### src/hdl/assert_macros.svh
// assertion macros shared by the circle outline point generator
// no dependencies; included by the modules that carry assertions
`ifndef ASSERT_MACROS_SVH
`define ASSERT_MACROS_SVH
`ifndef SYNTHESIS
// property must hold at every clock edge outside reset
`define COP_ASSERT(lbl, clk, rst_n, prop, msg) \
	lbl: assert property (@(posedge clk) disable iff (!rst_n) (prop)) else $error(msg);
// condition must never be seen outside reset
`define COP_NEVER(lbl, clk, rst_n, cond, msg) \
	lbl: assert property (@(posedge clk) disable iff (!rst_n) !(cond)) else $error(msg);
`else
`define COP_ASSERT(lbl, clk, rst_n, prop, msg)
`define COP_NEVER(lbl, clk, rst_n, cond, msg)
`endif
`endif

### src/hdl/cop_pkg.sv
// shared types and constants for the circle outline point generator
// no dependencies; used by every module of the block
package cop_pkg;

	// parameter defaults
	localparam int MAX_RADIUS_DEF   = 255;
	localparam int OCTANT_DEPTH_DEF = 256;

	// octant point counter width (radius is 8 bits, so an octant has at most 183 points)
	localparam int CNT_W = 9;
	// width for comparing counts against the store depth (depth up to 4096)
	localparam int CMP_W = 13;
	// width of the fold arithmetic on list positions
	localparam int POS_W = 12;
	// width of the decision variable
	localparam int DEC_W = 12;

	localparam int RADIUS_W = 8;
	localparam int COORD_W  = 9;
	localparam int INDEX_W  = 11;
	localparam int ENTRY_W  = 16;

	// decision loop status towards the sequencer
	typedef struct packed {
		logic busy;
		logic done;
	} gen_status_t;

	// top level sequencer states
	typedef enum logic [3:0] {
		ST_IDLE  = 4'b0001,
		ST_BUILD = 4'b0010,
		ST_FOLD  = 4'b0100,
		ST_READ  = 4'b1000
	} state_t;

endpackage

### src/hdl/cop_octant_gen.sv
// midpoint decision loop: one octant step per cycle on a shared update adder
// depends on cop_pkg and assert_macros.svh; writes points into cop_point_store
`include "assert_macros.svh"
module cop_octant_gen #(
	parameter int OCTANT_DEPTH = cop_pkg::OCTANT_DEPTH_DEF
) (
	input  logic                           clk,
	input  logic                           arst_n,
	input  logic                           start,
	input  logic [cop_pkg::RADIUS_W-1:0]   radius_eff,
	output cop_pkg::gen_status_t           status,
	output logic [cop_pkg::CNT_W-1:0]      count,
	output logic                           wr_en,
	output logic [$clog2(OCTANT_DEPTH)-1:0] wr_addr,
	output logic [cop_pkg::ENTRY_W-1:0]    wr_data
);

	localparam int AW = $clog2(OCTANT_DEPTH);
	localparam logic [cop_pkg::CMP_W-1:0] DEPTH_V = cop_pkg::CMP_W'(OCTANT_DEPTH);

	logic                              busy_q;
	logic [cop_pkg::RADIUS_W:0]        x_q;
	logic [cop_pkg::RADIUS_W-1:0]      y_q;
	logic signed [cop_pkg::DEC_W-1:0]  d_q;
	logic [cop_pkg::CNT_W-1:0]         cnt_q;

	logic                              step_ok;
	logic                              d_neg;
	logic signed [cop_pkg::DEC_W-1:0]  diff;
	logic signed [cop_pkg::DEC_W-1:0]  addend;
	logic signed [cop_pkg::DEC_W-1:0]  d_next;
	logic [cop_pkg::RADIUS_W-1:0]      y_next;

	// loop continues while x <= y and the store has room
	assign step_ok = busy_q && (x_q <= {1'b0, y_q}) &&
		(cop_pkg::CMP_W'(cnt_q) < DEPTH_V);

	// shared decision update: d + 4x + 6 or d + 4(x - y) + 10
	always_comb begin
		d_neg  = d_q[cop_pkg::DEC_W-1];
		diff   = signed'(cop_pkg::DEC_W'(x_q)) - signed'(cop_pkg::DEC_W'(y_q));
		if (d_neg) begin
			addend = signed'(cop_pkg::DEC_W'({x_q, 2'b00})) + 12'sd6;
		end else begin
			addend = signed'({diff[cop_pkg::DEC_W-3:0], 2'b00}) + 12'sd10;
		end
		d_next = d_q + addend;
		y_next = d_neg ? y_q : y_q - 8'd1;
	end

	// store write: first point at start, one point per loop step
	always_comb begin
		wr_en   = start || step_ok;
		if (start) begin
			wr_addr = '0;
			wr_data = {radius_eff, 8'h00};
		end else begin
			wr_addr = AW'(cnt_q);
			wr_data = {y_next, x_q[cop_pkg::RADIUS_W-1:0]};
		end
	end

	// loop registers
	always_ff @(posedge clk or negedge arst_n) begin
		if (!arst_n) begin
			busy_q <= 1'b0;
			cnt_q  <= '0;
		end else if (start) begin
			busy_q <= 1'b1;
			cnt_q  <= cop_pkg::CNT_W'(1);
		end else if (step_ok) begin
			cnt_q  <= cnt_q + 1'b1;
		end else if (busy_q) begin
			busy_q <= 1'b0;
		end
	end

	// working values of the loop
	always_ff @(posedge clk) begin
		if (start) begin
			x_q <= cop_pkg::RADIUS_W'(1) + 9'd0;
			y_q <= radius_eff;
			d_q <= 12'sd3 - signed'(cop_pkg::DEC_W'({radius_eff, 1'b0}));
		end else if (step_ok) begin
			x_q <= x_q + 1'b1;
			y_q <= y_next;
			d_q <= d_next;
		end
	end

	assign status.busy = busy_q;
	assign status.done = busy_q && !step_ok;
	assign count       = cnt_q;

	// checks
	`COP_ASSERT(a_cnt_in_store, clk, arst_n,
		busy_q |-> (cop_pkg::CMP_W'(cnt_q) <= DEPTH_V), "octant count beyond store depth")
	`COP_ASSERT(a_done_stops, clk, arst_n,
		(status.done && !start) |=> !busy_q, "loop still busy after done")

endmodule

### config.mk
export PLATFORM = sky130hd
export DESIGN_NAME = cop_octant_gen
export DESIGN_NICKNAME = d
export VERILOG_FILES = /design/src/hdl/cop_pkg.sv /design/src/hdl/cop_octant_gen.sv
export VERILOG_INCLUDE_DIRS = /design/src /design/src/hdl
export SDC_FILE = /design/constraint.sdc
export NUM_CORES = 1
export LEC_CHECK = 0
export ABC_CLOCK_PERIOD_IN_PS = 5200
export BUFFER_PORTS_ARGS = -buffer_cell sky130_fd_sc_hd__buf_2
export CAP_MARGIN = 20
export CORE_MARGIN = 3
export CORE_UTILIZATION = 45
export DETAILED_ROUTE_END_ITERATION = 16
export GPL_ROUTABILITY_DRIVEN = 0
export GPL_TIMING_DRIVEN = 0
export PLACE_DENSITY_LB_ADDON = 0.15
export SETUP_SLACK_MARGIN = 0.15
export SLEW_MARGIN = 10
export SYNTH_ARGS = -nofsm -noshare
export SYNTH_HDL_FRONTEND = slang
export SYNTH_SLANG_ARGS = --single-unit
### constraint.sdc
create_clock -name clk -period 5.2 [get_ports clk]
set_input_delay 0.26 -clock clk [delete_from_list [all_inputs] [get_ports clk]]
set_output_delay 0.26 -clock clk [all_outputs]
set_load 0.03 [all_outputs]
==> results of run 1 <==
[area by class of cell]
class                           count  area share
Inverter                           17      0.0181
Multi-Input combinational cell    287       0.553
Timing Repair Buffer               46      0.0667
Clock buffer                        8      0.0312
Buffer                             16      0.0199
Sequential cell                    38       0.284
Tap cell                           77      0.0273
[path summary, 6_finish.rpt]
kind / endpoint
max: d_q[11]$_DFFE_PP_
min: d_q[1]$_DFFE_PP_
max reg2reg: d_q[11]$_DFFE_PP_
min reg2reg: x_q[1]$_SDFFE_PP0P_
max in group asynchronous: count[4]$_DFFE_PN0P_
min in group asynchronous: busy_q$_DFFE_PN0P_
[layer usage]
layer / share of wire / track usage / vias up
li1: - / - / 1367
met1: 0.50 / 0.291 / 1285
met2: 0.47 / 0.321 / 40
met3: 0.025 / 0.0261 / 4
met4: 0.0060 / 0.0426 / 0
met5: 0 / 0 / -
[sequential cells by signal, summed over array words and instances, names as in the netlist]
signal  count
d_q        11
busy_q      1
count       9
y_q         8
x_q         9
[worst max-delay path, stage by stage, from the launching register on]
cell,delay (ps)
dfxtp_1,420
inv_1,90
ha_1,250
fa_1,420
nand2b_1,170
a21oi_2,220
xor2_1,260
and3_2,260
and2_1,140
xnor2_1,60
o21ai_0,270
ha_1,320
a21o_1,160
a31oi_1,120
o21ai_0,160
a31oi_1,320
o41ai_1,120
a31oi_1,170
nand2_1,60
[kinds of logic (layout without fill, tap and decap cells)]
family	after synthesis	in the layout
buffers and inverters	33	87
flip-flops	38	38
AND/OR/NAND/NOR	142	142
adder cells (fa/ha/maj)	25	25
multiplexers	3	3
XOR/XNOR	47	47
AO/OA/AOI/OAI	70	70
[repair_timing]
action | 4_1_cts | 5_1_grt
resized for setup | 0 | 0
hold endpoints to repair | 10 | 0
setup buffers | 0 | 0
hold buffers | 1 | 0
[power breakdown]
group	switching, W	total, W	internal [W]
Combinational	0.000731	0.00127	0.000535
Clock	0.000110	0.000244	0.000134
Sequential	0.0000729	0.000500	0.000428
[through the flow]
step | util | setup WS [ps] | power, W | hold WS (ps)
final | 0.543 | 956 | 0.00201 | 293
after global routing | 0.543 | 609 | 0.00219 | 283
after CTS | 0.543 | 930 | 0.00202 | 289
after detailed placement | 0.524 | 944 | 0.00176 | 135
after global placement | 0.524 | 1020 | 0.00174 | 138
after floorplan | - | 1490 | 0.00151 | -35.6
[placed cells by master (no fill, tap or decap), types with 17 or more instances in the layout]
master	n
edfxtp_1	19
inv_1	17
nor2_1	31
ha_1	23
nand2_1	38
xnor2_1	23
o21ai_0	24
buf_2	47
xor2_1	24
==> results by group, run 1 <==
STA
  • Layout Skew: 9.76 ps
  • Final setup violation count: 0
  • Final hold viol count: 0
  • RSZ-0062 raised after global routing: no
  • Tcrit/Tclk final: 0.816
  • Max Slew Vio Count: 0
  • Setup TNS: 0 ps
  • Fin crit period: ~4200 ps
  • Slew headroom: 0.337
  • Max Freq: 236 MHz
  • Worst Max-Slew Pin Slew: 994 ps

Floorplan
  • Num rows: 29
  • Total die area: just under 8000 um^2
  • Ports: 47
  • Die span in x: 88.8 um
  • CORE AREA: roughly 6500 um^2
  • Die Height: just under 90 um
  • Initial Util: 0.475

Final layout
  • # fillers: approximately 640
  • Final net count: around 450
  • Design area: roughly 3500 um^2
  • Multi-input combinational cell area: roughly 2000 um^2
  • Antenna diode count: 0
  • Fin cells: a little under 500
  • Layout cells sized above 1: 0.167
  • Area growth from synthesis to layout: 14.3%
  • Reg area: ~1000 um^2

Synth
  • Sequential fraction of the synthesis area: 0.325
  • Compound-Gate Fraction of Synth Area: 0.146
  • Most common cell in the netlist: nand2_1
  • Synth warn: 0
  • Post-synth EDFFs: 19
  • Synth top area share: 0.185
  • Main combinational cell family by area after synthesis: simple AND/OR/NAND/NOR gates
  • Avg Inst Size Synth: 8.62 um^2
  • Yosys reg bits: 38
  • Post-synth top area cell: edfxtp_1
  • Post-synthesis xor/xnor area fraction: 0.133
  • Cell variety after synth: 57
  • Asr flop ratio synth: 0.263
  • Synth cell count leaders: nand2_1, nor2_1, o21ai_0, xor2_1
  • Cells after synthesis: roughly 360
  • Post-Synth Adder-Cell Area: 0.106
  • Prevailing post-synth register cell: edfxtp_1
  • Post-synthesis mux area share: 0.0101
  • Post-Synth Simple-Gate Area: 0.237
  • Top post-synthesis cells by area: edfxtp_1, ha_1, dfrtp_1, xor2_1, xnor2_1
  • Synthesized cell area: 3080 um^2
  • Synth Net Count: approximately 390

Worst setup path
  • CP endpoint kind: flip-flop
  • CP Class: flip-flop to flip-flop
  • Critical path arrival: between 4000 and 5000 ps
  • Worst setup path startpoint: x_q[0]$_SDFFE_PP1P_
  • CP Launch Type: flip-flop
  • Worst reg-to-reg path cell count: 18
  • Largest fanout on the critical path: 5
  • Reg2reg setup slack: approximately 960 ps
  • Crit path required time: 5250 ps
  • Worst r2r src: x_q[0]$_SDFFE_PP1P_

Pwr
  • LEAKAGE: 1.61 nW
  • Max IR drop VDD: ~0.00030 V
  • Pwr dens: around 570 nW/um^2

Detailed routing
  • DRT iter0 DRCs: roughly 170
  • WL/cell: 15.3 um
  • Drt total wl: ~7500 um
  • ANT nets after route: 0
  • Routed vias/inst: around 5.5
  • # DRC: 0
  • DR pass1 iterations: 4
  • Routed vias: roughly 2.7k

GRT
  • First-pass GRT wire length: 12400 um
  • Largest net degree at the start of global routing: 21
  • Total grt overflow: 0
  • All-Layer GR Usage: 0.201
  • Antenna violations before repair: 0
  • Vias in the first global route: 2571

Outcome
  • Outcome: completed

Place
  • Placed cell area: 3410 um^2
  • PortBufs: 45
  • Placed insts: 480
  • Post-DP HPWL: slightly below 6000 um

Clock network
  • CTS max path bufs: 2
  • Root Driver: clkbuf_8
  • Reg clk slew, reported paths: approximately 80 ps
  • H-tree depth: 2
  • Sink Count: 38
  • CTS Buf Count: 5
  • Clk_lat worst skew: a little under 300 ps
  • TritonCTS clock tree: done

Min path
  • Hold Path Class: input pin to flip-flop
  • Hold Path Origin: radius_eff[0]
  • Hold path cells: 2

Job
  • Max_cap viols: 0
(Power assumes the default switching activity.)
==> run 2, diff against run 1 <==
ABC_CLOCK_PERIOD_IN_PS = 4400   (was 5200)
clock period = 4.4 ns   (was 5.2 ns; I/O delays follow)
==> results by group, run 2 (synthesis gave the netlist of run 1 again) <==
Final layout
  • Final net count: 449 (+0.45%)
  • Multi-input combinational cell area: 1970 um^2 (+1.1%)
  • Layout Utilization: 0.549 (+0.00578)
  • Antenna diode count: 0 (unchanged)
  • Most frequent cells in the layout: buf_2, nand2_1, nor2_1
  • # fillers: 637 (unchanged)
  • Design area: 3560 um^2 (+1.1%)
  • Number of flip-flops in the largest register: 11 (unchanged)
  • Area growth from synthesis to layout: 15.5%
  • Layout cells sized above 1: 0.179 (+0.0113)
  • Leading cell type in the layout, fill and taps excluded: buf_2
  • Largest register by flop count: d_q
  • Reg area: 1000 um^2 (+0.12%)

STA
  • Max Slew Vio Count: 0 (unchanged)
  • Worst Max-Slew Pin Slew: 995 ps (+0.979 ps)
  • Tcrit/Tclk final: 0.895 (+0.0788)
  • Setup TNS: 0 ps (unchanged)
  • Fin crit period: 3940 ps (-306 ps)
  • Max Freq: 254 MHz (+7.8%)
  • Layout Skew: 6.51 ps (-3.25 ps)
  • Final hold viol count: 0 (unchanged)
  • Final setup violation count: 0 (unchanged)
  • Slew headroom: 0.336 (-0.000652)
  • RSZ-0062 raised after global routing: no

Floorplan
  • Initial Util: 0.475 (unchanged)
  • Total die area: 7880 um^2 (unchanged)
  • CORE AREA: 6490 um^2 (unchanged)
  • Die Height: 88.8 um (unchanged)
  • Die span in x: 88.8 um (unchanged)
  • Ports: 47 (unchanged)
  • Num rows: 29 (unchanged)

Clock network
  • Root Driver: clkbuf_8
  • Reg clk slew, reported paths: 80 ps (about the same)
  • CTS Buf Count: 5 (unchanged)
  • H-tree depth: 2 (unchanged)
  • CTS max path bufs: 2 (unchanged)
  • Sink Count: 38 (unchanged)
  • Clk_lat worst skew: 290 ps (about the same)
  • TritonCTS clock tree: done

Pwr
  • Max IR drop VDD: 0.000353 V (+18%)
  • LEAKAGE: 1.62 nW (+0.76%)
  • Pwr dens: 678 nW/um^2 (+19%)

Job
  • Max_cap viols: 0 (unchanged)

Place
  • Placed cell area: 3410 um^2 (unchanged)
  • Post-DP HPWL: 5800 um (unchanged)
  • PortBufs: 45 (unchanged)

Worst setup path
  • Critical path arrival: 3990 ps (-300 ps)
  • CP Launch Type: flip-flop
  • WP depth: 18 (unchanged)
  • CP Buf/Inv Count: 1 (unchanged)
  • Crit path largest cell delay: 430 ps (about the same)
  • CP endpoint kind: flip-flop
  • Largest fanout on the critical path: 5 (unchanged)
  • Worst reg-to-reg path cell count: 18 (unchanged)
  • Delay-heaviest family, CP: compound AO/OA/AOI/OAI gates
  • Crit path required time: 4450 ps (-800 ps)
  • Critical-path top delay cell: fa_1
  • CP Class: flip-flop to flip-flop
  • Crit-path cells: inv_1, ha_1, fa_1, nand2b_1, a21oi_4, xor2_2, and3_2, and2_1, xnor2_1, o21ai_1, ha_1, a21o_1, a31oi_1, o21ai_1, a31oi_2, o41ai_1, a31oi_1, nand2_1

Detailed routing
  • ANT nets after route: 0 (unchanged)
  • DRT iter0 DRCs: 172 (unchanged)
  • Routed vias: 2711 (+0.56%)
  • Drt total wl: 7570 um (+1.3%)
  • # DRC: 0 (unchanged)
  • Routed vias/inst: 5.52 (+0.15%)
  • DR pass1 iterations: 4 (unchanged)
  • WL/cell: 15.4 um (+0.91%)

GRT
  • Antenna violations before repair: 0 (unchanged)
  • Largest net degree at the start of global routing: 21 (unchanged)
  • All-Layer GR Usage: 0.201 (unchanged)
  • Total grt overflow: 0 (unchanged)
  • Vias in the first global route: 2571 (unchanged)
  • First-pass GRT wire length: 12400 um (unchanged)

Outcome
  • Outcome: completed

Min path
  • Hold Path Class: input pin to flip-flop
  • Hold path cells: 2 (unchanged)
-- run 2: final timing paths --
check                                     from                   end  slack (ps)
setup / recovery           x_q[0]$_SDFFE_PP1P_     d_q[11]$_DFFE_PP_         460
hold / removal                   radius_eff[0]      d_q[1]$_DFFE_PP_         250
setup reg to reg           x_q[0]$_SDFFE_PP1P_     d_q[11]$_DFFE_PP_         460
hold reg to reg            x_q[1]$_SDFFE_PP0P_   x_q[1]$_SDFFE_PP0P_         510
max in group asynchronous               arst_n  count[4]$_DFFE_PN0P_        3880
min in group asynchronous               arst_n    busy_q$_DFFE_PN0P_         320
-- run 2: per-layer routing --
layer,GRT usage,up-vias,part of all wire
met3,0.0261,5,0.027
met2,0.321,37,0.47
met5,0,-,0
met1,0.291,1300,0.50
met4,0.0426,0,0.0089
li1,-,1369,-
-- run 2: timing repair --
item | in CTS | in global routing
gates resized for setup | 0 | 6
pin swaps | 1 | 1
endpoints found under the hold margin | 10 | 0
endpoints found under the setup margin | 1 | 1
setup buffers | 0 | 2
hold buffers | 1 | 0
-- run 2: final cells by class --
type,count,share of cell area
plain buffers,16,0.0197
clock buffers,8,0.0309
inverters,17,0.0179
multi-input cells,287,0.553
flip-flops and latches,38,0.281
well taps,77,0.0270
repair buffers,48,0.0702
-- run 2: power by group --
part / internal, W / switching, W
clock: 0.000158 / 0.000127
combinational: 0.000652 / 0.000888
sequential: 0.000506 / 0.0000838
total: 0.00132 / 0.00110
-- run 2: worst reg2reg max path: stages, from the launching register on --
cell	delay [ps]
dfxtp_2	380
inv_1	80
ha_1	250
fa_1	430
nand2b_1	210
a21oi_4	210
xor2_2	210
and3_2	230
and2_1	140
xnor2_1	110
o21ai_1	110
ha_1	330
a21o_1	160
a31oi_1	120
o21ai_1	130
a31oi_2	270
o41ai_1	110
a31oi_1	160
nand2_1	60
-- run 2: stage by stage --
stage               worst slack (ps)  instances  hold slack (ps)  power [W]
floorplan                        685        358            -75.6    0.00178
global placement                 217        480             98.3    0.00206
detailed placement               144        480             95.1    0.00208
CTS                              161        489              249    0.00239
global route                     150        491              242    0.00263
finish                           463        491              254    0.00242
